[src/sv/ufcsd_pkg.sv]
// ----------------------------------------------------------------------------
// ufcsd_pkg
// Constants and field layout shared by the packet deframer and its checker.
// ----------------------------------------------------------------------------
package ufcsd_pkg;

    localparam int          COUNT_W   = 9;

    localparam logic [7:0]  SOP_BYTE  = 8'hAA;
    localparam logic [7:0]  CRC_POLY  = 8'h29;
    localparam logic [COUNT_W-1:0] COUNT_MAX = 9'd511;
    localparam logic [COUNT_W-1:0] LEN_SHORT = 9'd4;
    localparam logic [COUNT_W-1:0] LEN_EXTRA = 9'd5;
    localparam logic [7:0]  CTRL_TYPE_MAX = 8'd15;
    localparam logic [7:0]  TEST_TYPE     = 8'd255;

    // Values of tuser on the result channel.
    localparam logic EVENT_SOP  = 1'b0;
    localparam logic EVENT_DONE = 1'b1;

    // Message classes.
    localparam logic [2:0] CLASS_CTRL_KNOWN = 3'd0;
    localparam logic [2:0] CLASS_CTRL_RSVD  = 3'd1;
    localparam logic [2:0] CLASS_DATA_KNOWN = 3'd2;
    localparam logic [2:0] CLASS_TEST_REQ   = 3'd3;
    localparam logic [2:0] CLASS_DATA_UNKN  = 3'd4;

    // Result payload, lowest field in the lowest bits of tdata.
    typedef struct packed {
        logic       crc_ok;
        logic [7:0] crc_computed;
        logic [7:0] crc_received;
        logic [2:0] msg_class;
        logic [7:0] data_length;
        logic [7:0] msg_type;
        logic [4:0] revision;
        logic [2:0] power_role;
        logic [3:0] msg_id;
    } result_t;

endpackage

[src/sv/ufcs_packet_deframer_top.sv]
// ----------------------------------------------------------------------------
// ufcs_packet_deframer_top
// Splits a received byte stream into packets, decodes the header and checks
// the CRC-8 of each packet.
// ----------------------------------------------------------------------------
// Latency: two register stages (input register, then result register); a
// result is captured in the result register after its byte leaves the input register.
// Throughput: one byte per cycle unless a result waits on a stalled output;
// CRC-8 update and header capture finish in the stage between the registers.
// Reset: synchronous, active low; clears the byte counter, packet length,
// running CRC, header bytes and both valid flags.
module ufcs_packet_deframer_top (
    input  logic        aclk,
    input  logic        aresetn,
    input  logic        s_tvalid,
    output logic        s_tready,
    input  logic [7:0]  s_tdata,   // rx_byte[7:0]
    output logic        m_tvalid,
    input  logic        m_tready,
    output logic [47:0] m_tdata,   // msg_id[3:0], power_role[6:4], revision[11:7],
                                   // msg_type[19:12], data_length[27:20],
                                   // msg_class[30:28], crc_received[38:31],
                                   // crc_computed[46:39], crc_ok[47]
    output logic        m_tuser    // event_kind[0]
);

    localparam int CW = ufcsd_pkg::COUNT_W;

    logic                 in_valid_reg;
    logic [7:0]           in_byte_reg;
    logic [CW-1:0]        count_reg, count_next;
    logic [CW-1:0]        len_reg, len_next;
    logic [7:0]           crc_reg, crc_next;
    logic [7:0]           hdr_reg [4];
    logic [7:0]           hdr_next [4];
    logic                 out_valid_reg;
    logic                 out_kind_reg;
    ufcsd_pkg::result_t   out_data_reg, res_data;

    logic is_sop, is_last, has_result, out_free, proc_go;
    logic [7:0] data_len;
    logic [2:0] msg_class;

    function automatic logic [7:0] crc8_byte(input logic [7:0] crc, input logic [7:0] b);
        logic [7:0] c;
        c = crc ^ b;
        for (int i = 0; i < 8; i++) begin
            c = c[7] ? ({c[6:0], 1'b0} ^ ufcsd_pkg::CRC_POLY) : {c[6:0], 1'b0};
        end
        return c;
    endfunction

    assign out_free   = !out_valid_reg || m_tready;
    assign has_result = is_sop || is_last;
    assign proc_go    = in_valid_reg && (out_free || !has_result);
    assign s_tready   = !in_valid_reg || proc_go;

    always_comb begin
        is_sop     = (in_byte_reg == ufcsd_pkg::SOP_BYTE);
        hdr_next   = hdr_reg;
        len_next   = len_reg;
        count_next = count_reg;
        crc_next   = crc_reg;
        is_last    = 1'b0;
        if (is_sop) begin
            count_next = '0;
            len_next   = '0;
            crc_next   = '0;
        end else begin
            if (count_reg < CW'(4)) begin
                hdr_next[count_reg[1:0]] = in_byte_reg;
            end
            // The fourth byte fixes the length; header byte 1 is already stored.
            if (count_reg == CW'(3)) begin
                len_next = hdr_reg[1][0] ? ({1'b0, in_byte_reg} + ufcsd_pkg::LEN_EXTRA)
                                         : ufcsd_pkg::LEN_SHORT;
            end
            is_last = (len_next != '0) &&
                      (({1'b0, count_reg} + (CW+1)'(1)) == {1'b0, len_next});
            if (count_reg < ufcsd_pkg::COUNT_MAX) begin
                count_next = count_reg + CW'(1);
            end
            if (!is_last) begin
                crc_next = crc8_byte(crc_reg, in_byte_reg);
            end
        end
    end

    always_comb begin
        data_len = (hdr_next[1][2:0] == 3'd1) ? hdr_next[3] : 8'd0;
        if (data_len == 8'd0) begin
            msg_class = (hdr_next[2] > ufcsd_pkg::CTRL_TYPE_MAX) ?
                        ufcsd_pkg::CLASS_CTRL_RSVD : ufcsd_pkg::CLASS_CTRL_KNOWN;
        end else if (hdr_next[2] == ufcsd_pkg::TEST_TYPE) begin
            msg_class = ufcsd_pkg::CLASS_TEST_REQ;
        end else if (hdr_next[2] inside {[8'd1:8'd11]}) begin
            msg_class = ufcsd_pkg::CLASS_DATA_KNOWN;
        end else begin
            msg_class = ufcsd_pkg::CLASS_DATA_UNKN;
        end

        res_data = '0;
        if (!is_sop) begin
            res_data.msg_id       = hdr_next[0][4:1];
            res_data.power_role   = hdr_next[0][7:5];
            res_data.revision     = hdr_next[1][7:3];
            res_data.msg_type     = hdr_next[2];
            res_data.data_length  = data_len;
            res_data.msg_class    = msg_class;
            res_data.crc_received = in_byte_reg;
            res_data.crc_computed = crc_reg;
            res_data.crc_ok       = (in_byte_reg == crc_reg);
        end
    end

    always_ff @(posedge aclk) begin
        if (!aresetn) begin
            in_valid_reg  <= 1'b0;
            out_valid_reg <= 1'b0;
            count_reg     <= '0;
            len_reg       <= '0;
            crc_reg       <= '0;
            for (int i = 0; i < 4; i++) begin
                hdr_reg[i] <= '0;
            end
        end else begin
            if (s_tvalid && s_tready) begin
                in_valid_reg <= 1'b1;
                in_byte_reg  <= s_tdata;
            end else if (proc_go) begin
                in_valid_reg <= 1'b0;
            end

            if (proc_go) begin
                count_reg <= count_next;
                len_reg   <= len_next;
                crc_reg   <= crc_next;
                hdr_reg   <= hdr_next;
            end

            if (proc_go && has_result) begin
                out_valid_reg <= 1'b1;
                out_kind_reg  <= is_sop ? ufcsd_pkg::EVENT_SOP : ufcsd_pkg::EVENT_DONE;
                out_data_reg  <= res_data;
            end else if (m_tready) begin
                out_valid_reg <= 1'b0;
            end
        end
    end

    assign m_tvalid = out_valid_reg;
    assign m_tdata  = out_data_reg;
    assign m_tuser  = out_kind_reg;

endmodule

[config.mk]
export PLATFORM = sky130hd
export DESIGN_NAME = ufcs_packet_deframer_top
export DESIGN_NICKNAME = d
export VERILOG_FILES = /design/src/sv/ufcsd_pkg.sv /design/src/sv/ufcs_packet_deframer_top.sv
export SDC_FILE = /design/constraint.sdc
export NUM_CORES = 1
export LEC_CHECK = 0
export ABC_AREA = 1
export ABC_CLOCK_PERIOD_IN_PS = 4650
export BUFFER_PORTS_ARGS = -buffer_cell sky130_fd_sc_hd__buf_4
export CAP_MARGIN = 20
export CORE_UTILIZATION = 35
export CTS_CLUSTER_SIZE = 30
export DETAILED_ROUTE_END_ITERATION = 12
export GPL_TIMING_DRIVEN = 0
export PLACE_DENSITY = 0.54
export SYNTH_ARGS = -nofsm -noshare
export SYNTH_HDL_FRONTEND = slang
export SYNTH_SLANG_ARGS = --single-unit
[constraint.sdc]
create_clock -name aclk -period 4.65 [get_ports aclk]
set_input_delay 0.93 -clock aclk [delete_from_list [all_inputs] [get_ports aclk]]
set_output_delay 0.93 -clock aclk [all_outputs]
set_load 0.02 [all_outputs]
# Yosys cells after proc, flatten, opt, wreduce, memory -nomap -nowiden

Index checks and enable logic that the tools add are counted.

Input bits: 12
Output and inout port bits: 51
Logic and storage cells: 104
Register bits after elaboration: 117

Add/sub/neg operators: 3
Equality and inequality tests: 7
Mux-type cells: 32
Reductions and logical operators: 23
$lt $le $gt $ge: 7
Bitwise operators: 11

Operator list:

| operator                                                      | count |
|---|---|
| two-way mux 32 bit                                            | 2 |
| two-way mux 9 bit                                             | 6 |
| two-way mux 6 bit                                             | 8 |
| bitwise mux 32 bit                                            | 1 |
| two-way mux 8 bit                                             | 4 |
| NOT 3 bit                                                     | 8 |
| demux 8 bit (select 2 bit)                                    | 1 |
| equality test 8 bit, second input constant                    | 2 |
| adder 9 x 1 -> 10 bit, second input constant                  | 1 |
| equality test 10 x 9 -> 1 bit                                 | 1 |
| adder 8 x 3 -> 9 bit, second input constant                   | 1 |
| adder 9 x 1 -> 9 bit, second input constant                   | 1 |
| equality test 9 x 2 -> 1 bit, second input constant           | 1 |
| < comparator 9 x 3 -> 1 bit, second input constant            | 1 |
| < comparator 9 bit, second input constant                     | 1 |
| two-way mux 3 bit                                             | 3 |
| nonzero test 9 bit                                            | 1 |
| equality test 8 bit                                           | 1 |
| >= comparator 8 x 1 -> 1 bit, second input constant           | 1 |
| greater-than comparator 8 x 4 -> 1 bit, second input constant | 1 |
| <= comparator 8 x 4 -> 1 bit, second input constant           | 1 |
| logical NOT 8 bit                                             | 1 |
| AND reduction 2 bit                                           | 4 |
| bitwise XOR 8 bit                                             | 1 |
| other kinds (12)                                              | 30 |

# Logic depth before layout (Yosys ltp)

Depth after elaboration: 19
Depth in mapped cells: 20
Mapped depth without buffers: 20

# Worst setup path before layout

Ideal clock, no wire load.

Path type: register to register
Start: register count_reg[0]
End: register out_data_reg, in the netlist m_tdata[0] (enable)
Stages on the path, launching flop included: 18
Clock period less this slack: 4,553 ps
Buffers on the path: 2
Path slack: 97 ps
Arrival time: 4,097 ps
Library setup time: 456 ps
Path through: dfxtp_1 -> ha_1 -> nand2_2 -> nor2_4 -> nand2_2 -> buf_6 -> nand2_4 -> nand2_1 -> nor2_1 -> nand2_1 -> nor2_1 -> nor2_1 -> nand2_1 -> nand2_2 -> nand2_4 -> nand2_4 -> buf_2 -> nor2_1

Longest elaborated chain between the ends: 12
Elaborated cells between the ends (all ways): 14

RTL lines:

| what                                                          | RTL line                        | source |
|---|---|---|
| start: declaration                                            | ufcs_packet_deframer_top.sv:31  | `logic [CW-1:0] count_reg, count_next;` |
| start signal: assignment                                      | ufcs_packet_deframer_top.sv:135 | `count_reg <= count_next;` |
| branches (longest 4 deep; another with adder 9 x 1 -> 10 bit) | --                              |  |
| logical AND 1 bit (*)                                         | ufcs_packet_deframer_top.sv:78  | `is_last = (len_next != '0) &&` |
| two-way mux 1 bit (*)                                         | ufcs_packet_deframer_top.sv:65  | `if (is_sop) begin` |
| logical OR 1 bit (*)                                          | ufcs_packet_deframer_top.sv:54  | `assign has_result = is_sop \|\| is_last;` |
| logical NOT 1 bit                                             | ufcs_packet_deframer_top.sv:55  | `assign proc_go = in_valid_reg && (out_free \|\| !has_result);` |
| logical OR 1 bit                                              | ufcs_packet_deframer_top.sv:55  |  |
| logical AND 1 bit                                             | ufcs_packet_deframer_top.sv:55  |  |
| logical AND 1 bit (*)                                         | ufcs_packet_deframer_top.sv:141 | `if (proc_go && has_result) begin` |
| AND reduction 2 bit (no line) (*)                             | --                              |  |
| end signal: assignment                                        | ufcs_packet_deframer_top.sv:144 | `out_data_reg <= res_data;` |
| end: declaration                                              | ufcs_packet_deframer_top.sv:38  | `ufcsd_pkg::result_t out_data_reg, res_data;` |

Every way passes the cells marked *. The select of a mux whose other input is x is not followed.
A chain may end at the register's enable or synchronous reset.

# Worst setup path in the final report

Start: register count_reg[0]
End: output port s_tready

Longest elaborated chain between the ends: 11
Elaborated cells between the ends (all ways): 13

RTL lines:

| what                                                          | RTL line                       | source |
|---|---|---|
| branches (longest 4 deep; another with adder 9 x 1 -> 10 bit) | --                             |  |
| logical AND 1 bit (*)                                         | ufcs_packet_deframer_top.sv:78 |  |
| two-way mux 1 bit (*)                                         | ufcs_packet_deframer_top.sv:65 |  |
| logical OR 1 bit (*)                                          | ufcs_packet_deframer_top.sv:54 |  |
| logical NOT 1 bit (*)                                         | ufcs_packet_deframer_top.sv:55 |  |
| logical OR 1 bit (*)                                          | ufcs_packet_deframer_top.sv:55 |  |
| logical AND 1 bit (*)                                         | ufcs_packet_deframer_top.sv:55 |  |
| logical OR 1 bit (*)                                          | ufcs_packet_deframer_top.sv:56 | `assign s_tready = !in_valid_reg \|\| proc_go;` |
| end: declaration                                              | ufcs_packet_deframer_top.sv:16 | `output logic s_tready,` |

Marked as above.

==> results by group <==
Setup path
  – Max Fanout on Critical Path: 6
  – Cell breakdown of the critical path: ha_1 > nand3_1 > nor2_1 > nand3_1 > nand3_1 > nand2_1 > nor2_1 > nand2_1 > nor2_1 > nand2_1 > nand2_1 > nand3_1 > buf_4
  – CP endpoint kind: output port
  – Master of the slowest instance on the critical path: dfxtp_1
  – CP required: around 3.7 ns
  – Critical Path AT: 3.14 ns
  – Crit Path Category: reg -> out
  – Slowest stage delay, CP: 0.46 ns
  – CP Launch Type: flop

Clock tree
  – Cts bufs inserted: 17
  – Clock buffer depth: 2
  – CTS H-tree depth: 4
  – Clock-pin transition on the worst setup and hold timing paths: 0.06 ns
  – Hold_buf cts: 0
  – TritonCTS clock tree: done
  – Skew-Pair Late Insertion Delay: 0.42 ns
  – Clock root buffer: clkbuf_16
  – PostCTS Resize Cnt: 0
  – Postcts setup bufs: 0
  – CTS sink cnt: 116

Power
  – NetSw: 0.837 mW
  – Combinational Power Share: 16.4%
  – Seq pwr share: approximately two fifths
  – Clock power share: 44.6%
  – Pint: roughly 2.2 mW
  – Static Leakage: ~3.4 nW
  – IR Drop Worst-Case VDD: 0.000250 V
  – Net Sw Frac: 27.9%
  – Power Dens Cells: 402 nW/µm²

Logic synthesis
  – Most frequent cell after synthesis: nand2_1
  – Syn nets: ~840
  – Synth async-reset ratio: 0%
  – Synth top area share: approximately 28%
  – Syn_area_per_cell: 7.48 µm²
  – Part of the Yosys area used for sequential elements: 47.3%
  – Synth area leader: edfxtp_1
  – Synth cell count leaders: 187 x nand2_1, 180 x nor2_1, 77 x inv_1
  – Gate Count Post-Synth: 817
  – Top cells by area, synth: edfxtp_1 28%, dfxtp_1 19%, nand2_1 11%
  – Ys Warns: 0
  – Register bit total from synthesis: 116
  – Post-Syn Area: 6110 µm²
  – Ys flop type: dfxtp_1
  – Synth unique cells: 38
  – EDFF count, synth: between 50 and 60

Layout
  – Area growth syn-to-layout: 22.4%
  – Max reg flops: 48
  – Final #Nets: 916
  – Antenna Cells: 0
  – Final Core Density: 44.5%
  – FILL cells: between 1500 and 2000
  – Share of cells above drive strength 1: 15.0%
  – Footprint of the multi-input gates: 2710 µm²
  – Storage element area: 2890 µm²

Floorplan
  – Cell Rows: 47
  – Die W: about 130 µm
  – Initial core utilization: 36.3%
  – Die height: 134 µm
  – Core Box Area: 16800 µm²
  – Die area: 18000 µm²
  – # IOs: 63

Place
  – Setup WS pre-CTS: 0.929 ns
  – IO buf count: 61
  – Final Wtd Congestion: 0.897
  – Dpl hpwl: 11500 µm

Detailed routing
  – Drt wl/cell: 14.0 µm
  – DR iter-0 viols: 380
  – Final ANT Viol Nets: 0
  – DRC Markers: 0
  – Vias: about 5400
  – Final WL: 15800 µm
  – Via density: around 4.7
  – Drt pass-1 iters: 5

Run
  – MaxCap Viol Count: 0

Timing
  – RSZ-0062 raised after global routing: false
  – Final clock skew: 0.0141 ns
  – Worst-Margin Slew: 0.723 ns
  – Fin. max-slew vios: 0
  – Slew margin rel.: 51.8%
  – Tmin final: 4.07 ns
  – Fin. Hold Viols: 0
  – Fmax: 245 MHz
  – Tcrit/Tclk final: 87.6%
  – Final setup viols: 0
  – Fin worst setup slack: 0.576 ns

GRT
  – Global route overflow: 0
  – Initial antenna violation count: 0
  – Total track usage: 18.9%
  – Global-route wire length before repair: 26000 µm
  – Vias in the first global route: 5027
  – Largest net degree at the start of global routing: 33

Worst hold path
  – Hold crit path type: reg -> reg

Run status
  – Outcome: finished clean
==> critical path, delay by kind of cell (launching register included) <==
family                     cells  cell delay (ns)
buffers and inverters          1             0.19
adders and majority gates      1             0.32
and+or+nand+nor               11             1.72
DFF                            1             0.46
==> per-layer routing <==
layer  track usage (%)  vias up  part of all wire (%)
li1                  -     2779                     -
met1              24.5     2435                    48
met2              31.1      134                    46
met3              4.08       21                   4.5
met4              6.87        0                   1.7
met5                 0        -                     0
==> power by group through the flow <==
stage / Combinational, mW / Clock, mW / Sequential (mW)
2_1_floorplan: 0.387 / 0 / 1.19
3_3_place_gp: 0.491 / 0 / 1.19
3_5_place_dp: 0.489 / 0 / 1.19
4_1_cts: 0.494 / 1.36 / 1.17
5_1_grt: 0.567 / 1.42 / 1.18
6_report: 0.492 / 1.34 / 1.17
==> area by class of cell <==
class	instances	share of cell area, %
multi-input combinational	582	36.2
tap	220	3.68
inverter	84	4.28
clock inverter	14	2.36
buffer	35	2.66
clock buffer	18	5.74
timing repair buffer	62	6.39
sequential	116	38.7
==> stage by stage <==
stage | cells | setup TNS, ns | area (µm²) | total power [mW] | hold slack, ns
CTS | 1131 | 0 | 7480 | 3.03 | 0.485
detailed placement | 1099 | 0 | 6870 | 1.68 | 0.473
finish | 1131 | 0 | 7480 | 3.00 | 0.481
floorplan | 817 | 0 | 6110 | 1.57 | 0.454
global route | 1131 | 0 | 7480 | 3.16 | 0.502
global placement | 1098 | -72.71 | 6840 | 1.68 | 0.463
==> cell usage in the layout (no fill, tap or decap), drive strengths merged, types with 7 or more instances in the layout <==
| cell | instances |
|---|---|
| nand2 | 195 |
| nor2 | 184 |
| inv | 86 |
| buf | 84 |
| o21ai | 65 |
| dfxtp | 59 |
| edfxtp | 57 |
| nand3 | 55 |
| clkbuf | 31 |
| a21oi | 23 |
| xor2 | 13 |
| nor3 | 8 |
| xnor2 | 7 |
| clkinv | 7 |
==> path summary, 6_finish.rpt <==
| kind | start | end | slack [ns] | cells past startpoint |
|---|---|---|---|---|
| max | count_reg[0]$_SDFFE_PN0P_ | s_tready | 0.58 | 13 |
| min reg2reg | hdr_reg[12]$_SDFFE_PN0N_ | hdr_reg[12]$_SDFFE_PN0N_ | 0.48 | 2 |
| min | hdr_reg[12]$_SDFFE_PN0N_ | hdr_reg[12]$_SDFFE_PN0N_ | 0.48 | 2 |
| max reg2reg | count_reg[0]$_SDFFE_PN0P_ | m_tdata[2]$_SDFFCE_PP0P_ | 0.89 | 15 |
==> cell families (layout without fill, tap and decap cells) <==
| family | after synthesis | after routing | synth area share (%) |
|---|---|---|---|
| muxes | 5 | 5 | 0.819 |
| DFF | 116 | 116 | 47.3 |
| buffers and inverters | 119 | 213 | 8.50 |
| adders and majority gates | 6 | 6 | 1.23 |
| AOI/OAI and AO/OA | 91 | 91 | 7.58 |
| and+or+nand+nor | 460 | 460 | 31.7 |
| xor gates and xnor gates | 20 | 20 | 2.87 |
Note: power is estimated with default switching activity, not from simulation.
